==> src/rtl/fsa_pkg.sv <==
// Shared constants, command codes, types and decode functions for the Forth stack datapath.
package fsa_pkg;

   localparam int DATA_DEPTH_DEF   = 64;
   localparam int RETURN_DEPTH_DEF = 64;
   localparam int WORD_BITS_DEF    = 32;

   localparam int CMD_BITS       = 6;
   localparam int LIT_BITS       = 32;
   localparam int TOP_BITS       = 32;
   localparam int DEPTH_OUT_BITS = 7;
   localparam int ERR_BITS       = 3;

   localparam logic [CMD_BITS-1:0] CMD_LIT      = 6'd0;
   localparam logic [CMD_BITS-1:0] CMD_DUP      = 6'd1;
   localparam logic [CMD_BITS-1:0] CMD_DROP     = 6'd2;
   localparam logic [CMD_BITS-1:0] CMD_OVER     = 6'd3;
   localparam logic [CMD_BITS-1:0] CMD_SWAP     = 6'd4;
   localparam logic [CMD_BITS-1:0] CMD_ROT      = 6'd5;
   localparam logic [CMD_BITS-1:0] CMD_PICK     = 6'd6;
   localparam logic [CMD_BITS-1:0] CMD_TO_R     = 6'd7;
   localparam logic [CMD_BITS-1:0] CMD_R_FROM   = 6'd8;
   localparam logic [CMD_BITS-1:0] CMD_R_FETCH  = 6'd9;
   localparam logic [CMD_BITS-1:0] CMD_TWO_DUP  = 6'd10;
   localparam logic [CMD_BITS-1:0] CMD_TWO_DROP = 6'd11;
   localparam logic [CMD_BITS-1:0] CMD_TWO_OVER = 6'd12;
   localparam logic [CMD_BITS-1:0] CMD_TWO_SWAP = 6'd13;
   localparam logic [CMD_BITS-1:0] CMD_ADD      = 6'd14;
   localparam logic [CMD_BITS-1:0] CMD_SUB      = 6'd15;
   localparam logic [CMD_BITS-1:0] CMD_MUL      = 6'd16;
   localparam logic [CMD_BITS-1:0] CMD_DIV      = 6'd17;
   localparam logic [CMD_BITS-1:0] CMD_MOD      = 6'd18;
   localparam logic [CMD_BITS-1:0] CMD_MUL_DIV  = 6'd19;
   localparam logic [CMD_BITS-1:0] CMD_MUL_DMOD = 6'd20;
   localparam logic [CMD_BITS-1:0] CMD_AND      = 6'd21;
   localparam logic [CMD_BITS-1:0] CMD_OR       = 6'd22;
   localparam logic [CMD_BITS-1:0] CMD_XOR      = 6'd23;
   localparam logic [CMD_BITS-1:0] CMD_NEGATE   = 6'd24;
   localparam logic [CMD_BITS-1:0] CMD_ABS      = 6'd25;
   localparam logic [CMD_BITS-1:0] CMD_MAX      = 6'd26;
   localparam logic [CMD_BITS-1:0] CMD_MIN      = 6'd27;
   localparam logic [CMD_BITS-1:0] CMD_TWO_MUL  = 6'd28;
   localparam logic [CMD_BITS-1:0] CMD_TWO_DIV  = 6'd29;
   localparam logic [CMD_BITS-1:0] CMD_INC      = 6'd30;
   localparam logic [CMD_BITS-1:0] CMD_DEC      = 6'd31;
   localparam logic [CMD_BITS-1:0] CMD_ZERO_EQ  = 6'd32;
   localparam logic [CMD_BITS-1:0] CMD_ZERO_LT  = 6'd33;
   localparam logic [CMD_BITS-1:0] CMD_ZERO_GT  = 6'd34;
   localparam logic [CMD_BITS-1:0] CMD_EQ       = 6'd35;
   localparam logic [CMD_BITS-1:0] CMD_GT       = 6'd36;
   localparam logic [CMD_BITS-1:0] CMD_LT       = 6'd37;
   localparam logic [CMD_BITS-1:0] CMD_NE       = 6'd38;
   localparam logic [CMD_BITS-1:0] CMD_GE       = 6'd39;
   localparam logic [CMD_BITS-1:0] CMD_LE       = 6'd40;
   localparam logic [CMD_BITS-1:0] CMD_DOT      = 6'd41;

   localparam logic [ERR_BITS-1:0] ERR_NONE  = 3'd0;
   localparam logic [ERR_BITS-1:0] ERR_UNDER = 3'd1;
   localparam logic [ERR_BITS-1:0] ERR_OVER  = 3'd2;
   localparam logic [ERR_BITS-1:0] ERR_DIVZ  = 3'd3;
   localparam logic [ERR_BITS-1:0] ERR_PICK  = 3'd4;

   typedef enum logic {MD_MUL, MD_DIV} md_op_type;

   typedef struct packed {
      logic      start;
      md_op_type op;
   } md_ctl_type;

   function automatic logic [2:0] fsa_need(input logic [CMD_BITS-1:0] cmd);
      logic [2:0] n;
      n = 3'd0;
      unique case (cmd)
         CMD_DUP, CMD_DROP, CMD_PICK, CMD_TO_R, CMD_NEGATE, CMD_ABS, CMD_TWO_MUL,
         CMD_TWO_DIV, CMD_INC, CMD_DEC, CMD_ZERO_EQ, CMD_ZERO_LT, CMD_ZERO_GT,
         CMD_DOT: n = 3'd1;
         CMD_OVER, CMD_SWAP, CMD_TWO_DUP, CMD_TWO_DROP, CMD_ADD, CMD_SUB, CMD_MUL,
         CMD_DIV, CMD_MOD, CMD_AND, CMD_OR, CMD_XOR, CMD_MAX, CMD_MIN, CMD_EQ,
         CMD_GT, CMD_LT, CMD_NE, CMD_GE, CMD_LE: n = 3'd2;
         CMD_ROT, CMD_MUL_DIV, CMD_MUL_DMOD: n = 3'd3;
         CMD_TWO_OVER, CMD_TWO_SWAP: n = 3'd4;
         default: n = 3'd0;
      endcase
      return n;
   endfunction

   function automatic logic [1:0] fsa_grow(input logic [CMD_BITS-1:0] cmd);
      logic [1:0] g;
      g = 2'd0;
      unique case (cmd)
         CMD_LIT, CMD_DUP, CMD_OVER, CMD_R_FROM, CMD_R_FETCH: g = 2'd1;
         CMD_TWO_DUP, CMD_TWO_OVER: g = 2'd2;
         default: g = 2'd0;
      endcase
      return g;
   endfunction

endpackage

==> src/rtl/fsa_muldiv.sv <==
// Iterative shift-add multiplier and restoring signed divider shared by all mul/div words.
module fsa_muldiv
   import fsa_pkg::*;
#(
   parameter int WORD_BITS = WORD_BITS_DEF
) (
   input  logic                 clock,
   input  logic                 reset,
   input  md_ctl_type           md_ctl,
   input  logic [WORD_BITS-1:0] md_x,
   input  logic [WORD_BITS-1:0] md_y,
   output logic                 md_done,
   output logic [WORD_BITS-1:0] md_prod,
   output logic [WORD_BITS-1:0] md_quot,
   output logic [WORD_BITS-1:0] md_rem
);

   localparam int CW = $clog2(WORD_BITS + 1);

   typedef enum logic [1:0] {M_IDLE, M_MUL, M_DIV, M_FIX} mstate_type;

   mstate_type           state_ff, state_in;
   logic [CW-1:0]        cnt_ff, cnt_in;
   logic [WORD_BITS-1:0] r1_ff, r1_in;
   logic [WORD_BITS-1:0] r2_ff, r2_in;
   logic [WORD_BITS-1:0] r3_ff, r3_in;
   logic                 xneg_ff, xneg_in;
   logic                 qneg_ff, qneg_in;
   logic                 done_ff, done_in;
   logic [WORD_BITS:0]   trial;

   assign trial = {r1_ff, r3_ff[WORD_BITS-1]} - {1'b0, r2_ff};

   always_comb begin
      state_in = state_ff;
      cnt_in   = cnt_ff;
      r1_in    = r1_ff;
      r2_in    = r2_ff;
      r3_in    = r3_ff;
      xneg_in  = xneg_ff;
      qneg_in  = qneg_ff;
      done_in  = 1'b0;
      unique case (state_ff)
         M_IDLE: begin
            if (md_ctl.start) begin
               r1_in  = '0;
               cnt_in = CW'(WORD_BITS);
               if (md_ctl.op == MD_MUL) begin
                  r2_in    = md_x;
                  r3_in    = md_y;
                  state_in = M_MUL;
               end else begin
                  r2_in    = md_y[WORD_BITS-1] ? (~md_y + 1'b1) : md_y;
                  r3_in    = md_x[WORD_BITS-1] ? (~md_x + 1'b1) : md_x;
                  xneg_in  = md_x[WORD_BITS-1];
                  qneg_in  = md_x[WORD_BITS-1] ^ md_y[WORD_BITS-1];
                  state_in = M_DIV;
               end
            end
         end
         M_MUL: begin
            if (r3_ff[0]) begin
               r1_in = r1_ff + r2_ff;
            end
            r2_in  = {r2_ff[WORD_BITS-2:0], 1'b0};
            r3_in  = {1'b0, r3_ff[WORD_BITS-1:1]};
            cnt_in = cnt_ff - 1'b1;
            if (cnt_ff == CW'(1)) begin
               done_in  = 1'b1;
               state_in = M_IDLE;
            end
         end
         M_DIV: begin
            if (!trial[WORD_BITS]) begin
               r1_in = trial[WORD_BITS-1:0];
               r3_in = {r3_ff[WORD_BITS-2:0], 1'b1};
            end else begin
               r1_in = {r1_ff[WORD_BITS-2:0], r3_ff[WORD_BITS-1]};
               r3_in = {r3_ff[WORD_BITS-2:0], 1'b0};
            end
            cnt_in = cnt_ff - 1'b1;
            if (cnt_ff == CW'(1)) begin
               state_in = M_FIX;
            end
         end
         M_FIX: begin
            r3_in    = qneg_ff ? (~r3_ff + 1'b1) : r3_ff;
            r1_in    = xneg_ff ? (~r1_ff + 1'b1) : r1_ff;
            done_in  = 1'b1;
            state_in = M_IDLE;
         end
         default: state_in = M_IDLE;
      endcase
   end

   always_ff @(posedge clock) begin
      if (reset) begin
         state_ff <= M_IDLE;
         done_ff  <= 1'b0;
      end else begin
         state_ff <= state_in;
         done_ff  <= done_in;
      end
      cnt_ff  <= cnt_in;
      r1_ff   <= r1_in;
      r2_ff   <= r2_in;
      r3_ff   <= r3_in;
      xneg_ff <= xneg_in;
      qneg_ff <= qneg_in;
   end

   assign md_done = done_ff;
   assign md_prod = r1_ff;
   assign md_quot = r3_ff;
   assign md_rem  = r1_ff;

endmodule

==> config.mk <==
export PLATFORM = sky130hd
export DESIGN_NAME = fsa_muldiv
export DESIGN_NICKNAME = d
export VERILOG_FILES = /design/src/rtl/fsa_pkg.sv /design/src/rtl/fsa_muldiv.sv
export SDC_FILE = /design/constraint.sdc
export NUM_CORES = 1
export LEC_CHECK = 0
export ABC_AREA = 1
export ABC_CLOCK_PERIOD_IN_PS = 3300
export BUFFER_PORTS_ARGS = -buffer_cell sky130_fd_sc_hd__buf_2
export CORE_UTILIZATION = 40
export CTS_CLUSTER_SIZE = 25
export DETAILED_ROUTE_END_ITERATION = 10
export PLACE_DENSITY_LB_ADDON = 0.08
export SETUP_SLACK_MARGIN = 0.15
export SYNTH_ARGS = -nofsm -noshare
export SYNTH_HDL_FRONTEND = slang
export SYNTH_SLANG_ARGS = --single-unit
==> constraint.sdc <==
create_clock -name clock -period 3.3 [get_ports clock]
set_input_delay 0.66 -clock clock [delete_from_list [all_inputs] [get_ports clock]]
set_output_delay 0.66 -clock clock [all_outputs]
set_load 0.01 [all_outputs]
# Yosys cells after proc, flatten, opt, wreduce, memory -nomap -nowiden
# Cells that the tools add are included.
[classes]
eq_ne = 10
addsub = 7
reduce_logical = 10
mux = 24
bitwise = 5
[op_table]
columns = ["operator", "n"]
rows = [
  ["$mux W32", 11],
  ["$pmux W32 S4", 2],
  ["$add A32 B1 Y32 const B", 4],
  ["$not A32 Y32", 4],
  ["$pmux W32 S2", 1],
  ["$sub A33 B32 Y33", 1],
  ["$add A32 B32 Y32", 1],
  ["$ne A2 B2 Y1 const B", 6],
  ["$pmux W6 S2", 1],
  ["$reduce_and A3 Y1", 3],
  ["$mux W2", 4],
  ["$pmux W2 S4", 1],
  ["$eq A6 B1 Y1 const B", 1],
  ["$mux W6", 1],
  ["$reduce_and A2 Y1", 3],
  ["$sub A6 B1 Y6 const B", 1],
  ["$eq A2 B2 Y1 const B", 2],
  ["$reduce_bool A2 Y1", 2],
  ["$eq A2 B1 Y1 const B", 1],
  ["$logic_not A2 Y1", 1],
  ["$mux W1", 2],
  ["$pmux W1 S2", 1],
  ["$reduce_or A2 Y1", 1],
  ["$xor A1 B1 Y1", 1],
]
[totals]
elab_cells = 64
ff_bits = 107
out_inout_bits = 97
inputBits = 68

# Logic depth before layout (Yosys ltp)
[depth]
ltp_word = 6
depth_mapped = 20
ltp_nobuf = 19

# Worst setup path after synthesis
# OpenSTA, ideal clock, no wires.
[synth_path]
path_kind = "reg-to-reg"
startpoint = "register state_ff[0]"
endpoint = "register r2_ff[0] (enable)"
t_arrival_ps = 3170
synth_period_minus_slack_ps = 3635
slack_ps = -335
required_time_ps = 2834
path_stages_with_launch = 6
setup_ps = 466
n_path_buf = 1
cell_sequence = "dfxtp_1 inv_1 ha_1 inv_1 clkbuf_1 o21ai_0"
[synth_via]
elab_chain_len = 3
word_cells_on_any_way = 5
cone_classes = "2 x eq/ne; 3 x reduce/logical"
[synth_rtl]
columns = ["item", "line_no", "text"]
rows = [
  ["start, declared", "fsa_muldiv.sv:22", "mstate_type state_ff, state_in;"],
  ["start signal, assigned", "fsa_muldiv.sv:101", "state_ff <= state_in;"],
  ["$eq A2 B1 Y1 / $logic_not A2 Y1 (equally long branches)", "fsa_muldiv.sv:43", "unique case (state_ff)"],
  ["$reduce_bool A2 Y1 (no line) / $ne A2 B2 Y1 (equally long branches)", "--", ""],
  ["$reduce_and A2 Y1 (no line) (*)", "--", ""],
  ["end signal, assigned", "fsa_muldiv.sv:106", "r2_ff <= r2_in;"],
  ["end, declared", "fsa_muldiv.sv:25", "logic [WORD_BITS-1:0] r2_ff, r2_in;"],
]
# Every way passes the cells marked *; elsewhere a longest branch is shown, timed or not.
# A chain may end at the register's enable or synchronous reset.

# Worst setup path in the final report
[layout_path]
startpoint = "register r1_ff[1] (netlist: md_prod[1])"
endpoint = "register r1_ff[30] (netlist: md_prod[30]), data pin"
[layout_via]
elab_chain_len = 4
word_cells_on_any_way = 8
cone_classes = "3 x add/sub; 4 x mux; 1 x bitwise"
[layout_rtl]
columns = ["item", "line_no", "text"]
rows = [
  ["start, declared", "fsa_muldiv.sv:24", "logic [WORD_BITS-1:0] r1_ff, r1_in;"],
  ["start signal, assigned", "fsa_muldiv.sv:105", "r1_ff <= r1_in;"],
  ["$not A32 Y32", "fsa_muldiv.sv:88", "r1_in = xneg_ff ? (~r1_ff + 1'b1) : r1_ff;"],
  ["$add A32 B1 Y32", "fsa_muldiv.sv:88", ""],
  ["$mux W32", "fsa_muldiv.sv:88", ""],
  ["$pmux W32 S4 (*)", "fsa_muldiv.sv:43", ""],
  ["named net r1_in[30]", "fsa_muldiv.sv:24", ""],
]
# Mark *: on every way through the listed nets, which the timed path passes. The rest lies on a longest branch. The select of a mux whose other input is x is not followed.

==> impl_metrics.env <==
export IMPL_dieArea_um2=36000
export IMPL_die_width_um=190
export IMPL_maxClockFrequency_mhz=337
export IMPL_holdWs_ps=485
export IMPL_postCtsHoldBufs=0
export IMPL_cp_common_cell="nand2_1"
export IMPL_post_route_cells_drive_above_1_share_pct=12.4
export IMPL_path_clk_slew_ps=90
export IMPL_area_growth_synth_to_final_pct=12.0
export IMPL_syn_area_um2=14100
export IMPL_r2r_cells=14
export IMPL_synth_cells=2322
export IMPL_pin_count=165
export IMPL_static_leakage_power_uw=0.00779
export IMPL_dp_worst_setup_slack_ps=373
export IMPL_max_cap_viols=0
export IMPL_r2r_start="md_prod[1]$_DFFE_PP_"
export IMPL_drtIter0Drc=1835
export IMPL_netlist_top_cell_by_area="edfxtp_1"
export IMPL_seq_total_area_yosys_pct=22.6
export IMPL_start_kind="flop"
export IMPL_syn_num_nets=2465
export IMPL_global_route_wire_length_before_repair_um=88800
export IMPL_floorplan_initialDensity_pct=40.7
export IMPL_placementRows=68
export IMPL_critPathCaptureType="flop"
export IMPL_timing_final_crit_share_pct=89.8
export IMPL_final_setup_skew_ps=18.2
export IMPL_timing_hold_worst_class="in -> reg"
export IMPL_ys_seq_elements=107
export IMPL_design_final_nets=2614
export IMPL_synth_edf_count=104
export IMPL_floorplan_core_area_um2=34600
export IMPL_reg_to_reg_slack_setup_ps=340
export IMPL_antenna_violating_nets_post_route=0
export IMPL_clock_insertion_delay_worst_skew_ps=380
export IMPL_power_ir_vdd_worst_v=0.000793
export IMPL_period_needed_ps=2960
export IMPL_globalRoute_totalOverflow=0
export IMPL_timing_critical_path_cells="inv_1, ha_1, nand2_1, nor2_2, nand2_1, inv_1, nand2_1, nor4_1, buf_4, nand2_1, nand3_1, nand2_1, nand2_1, nand2_1"
export IMPL_cts_tree="done"
export IMPL_grt_max_degree=53
export IMPL_dp_hpwl_um=49200
export IMPL_setup_worst_path_class="reg -> reg"
export IMPL_clk_root_buffer_cell="clkbuf_16"
export IMPL_slew_viol_final=0
export IMPL_avgSynthCellArea_um2=6.06
export IMPL_grt_usage_pct=33.1
export IMPL_synth_area_leaders="edfxtp_1, nand2_1, inv_1, nand3_1, nor2_1"
export IMPL_die_y_um=190
export IMPL_routed_wire_length_per_instance_um=20.5
export IMPL_ys_flop_type="edfxtp_1"
export IMPL_placer_s_final_routability_congestion_estimate=0.993
export IMPL_hold_start="reset"
export IMPL_total_power_uw=18000
export IMPL_detailedRoute_firstPassIterationCount=6
export IMPL_post_drt_via_cell_ratio=5.58
export IMPL_synth_top_cells_by_count="nand2_1, inv_1, nor2_1, nand3_1, a21oi_1"
export IMPL_worst_slack_ps=335
export IMPL_htreeDepth=3
export IMPL_drt_total_wl_um=60100
export IMPL_drcViolationCount=0
export IMPL_final_setup_viol_count=0
export IMPL_critical_path_reg2reg_endpoint="md_prod[30]$_DFFE_PP_"
export IMPL_worstHoldPathCells=2
export IMPL_clk_path_buf_depth=2
export IMPL_grt_antenna_before_repair=2
export IMPL_critPathMaxStageDelay_ps=570
export IMPL_report_final_hold_viol_count=0
export IMPL_tritoncts_num_sinks=107
export IMPL_post_synth_top_area_fraction_pct=22.2
export IMPL_whs_endpoint="md_done$_SDFF_PP0_"
export IMPL_critPathArrivalTime_ps=3110
export IMPL_data_required_time_of_the_critical_path_ps=3440
export IMPL_ys_types=57
export IMPL_port_buffer_count=164
export IMPL_vias_in_the_first_global_route=14900
export IMPL_total_clock_buffers_created_by_cts=9
export IMPL_synth_most_common_cell="nand2_1"
export IMPL_setup_tns_final_ps=0
export IMPL_rsz_0062_raised_after_global_routing="yes"
export IMPL_postSynth_asyncResetShare_pct=0
export IMPL_status="complete, no violations"
export IMPL_timing_slew_headroom_pct=30.5
export IMPL_worstMarginPinSlew_ps=1030
export IMPL_ys_warnings_count=0
export IMPL_areal_power_density_over_the_cells_nw_per_um2=1140
export IMPL_timing_critical_path_fanout_max=6
export IMPL_timing_critical_path_slowest_stage_cell="edfxtp_1"
export IMPL_dr_total_vias=16400
==> layout make-up <==
class                   instances  area (um2)
clock buffers                  10         229
fillers                      3814       18900
repair buffers                226        1310
inverters                     381        1430
well taps                     455         569
multi-input cells            1746        9000
clock inverters                 6        43.8
diodes                          1        2.50
flip-flops and latches        107        3180
==> cells by family after synthesis <==
family / count (synthesis) / synth area share, %
and+or+nand+nor: 1175 / 36.4
buffers and inverters: 469 / 13.7
AOI/OAI and AO/OA: 458 / 18.2
DFF: 107 / 22.6
adders and majority gates: 75 / 6.77
xor gates and xnor gates: 38 / 2.36
==> metrics by stage <==
stage                     instance area, um2  instances  util, %
after floorplan                        14100       2322        -
after global placement                 15400       2906     44.5
after detailed placement               15400       2906     44.5
after CTS                              15700       2922     45.3
after global routing                   15800       2932     45.5
final                                  15800       2932     45.5
==> how the worst max path moves through the flow <==
stage	cells past startpoint	endpoint	from	slack, ps
global route	14	md_prod[28]$_DFFE_PP_	md_prod[0]$_DFFE_PP_	150
global placement	14	md_prod[30]$_DFFE_PP_	md_prod[1]$_DFFE_PP_	460
CTS	13	md_prod[26]$_DFFE_PP_	md_prod[0]$_DFFE_PP_	370
floorplan	7	r2_ff[0]$_SDFFCE_PP0P_	state_ff[1]$_SDFFE_PP0P_	500
detailed placement	13	md_prod[26]$_DFFE_PP_	md_prod[0]$_DFFE_PP_	370
finish	14	md_prod[30]$_DFFE_PP_	md_prod[1]$_DFFE_PP_	340
==> critical path, delay by kind of cell, from the launching register on <==
kind	cells	cell delay [ps]
flops	1	570
buf+inv	3	520
simple gates	10	1420
fa+ha+maj	1	220
==> state kept, by name (all words and copies together), names as in the netlist <==
signal    flops
md_quot      32
xneg_ff       1
md_done       1
qneg_ff       1
cnt_ff        6
md_prod      32
state_ff      2
r2_ff        32
==> where the power goes <==
part | internal [uW] | switching [uW] | total (uW)
clock | 517 | 587 | 1100
combinational | 4200 | 9290 | 13500
sequential | 2550 | 851 | 3400
total | 7270 | 10700 | 18000
==> per-layer routing <==
layer	global-route usage, %	share of wire (%)	up-vias
met5	0	0	-
met4	9.37	2.8	0
met3	7.88	10	74
met2	49.8	42	782
met1	46.6	45	7513
li1	-	-	7981
==> layout by cell type, fill, tap and decap left out, drive strengths merged, types with 10 or more instances in the layout <==
cell    instances
o211ai         24
o21ai         174
nand3         210
nand4          39
o22ai          29
o221ai         13
ha             73
buf           226
nand2         586
nor2          263
edfxtp        104
nor3           48
inv           380
a21oi         182
xor2           27
clkbuf         10
xnor2          11
==> repair_timing <==
action,4_1_cts,5_1_grt
gates resized for setup,0,1
buffers inserted,0,9
endpoints found under the setup margin,0,2
Note: power is estimated with default switching activity, not from simulation.
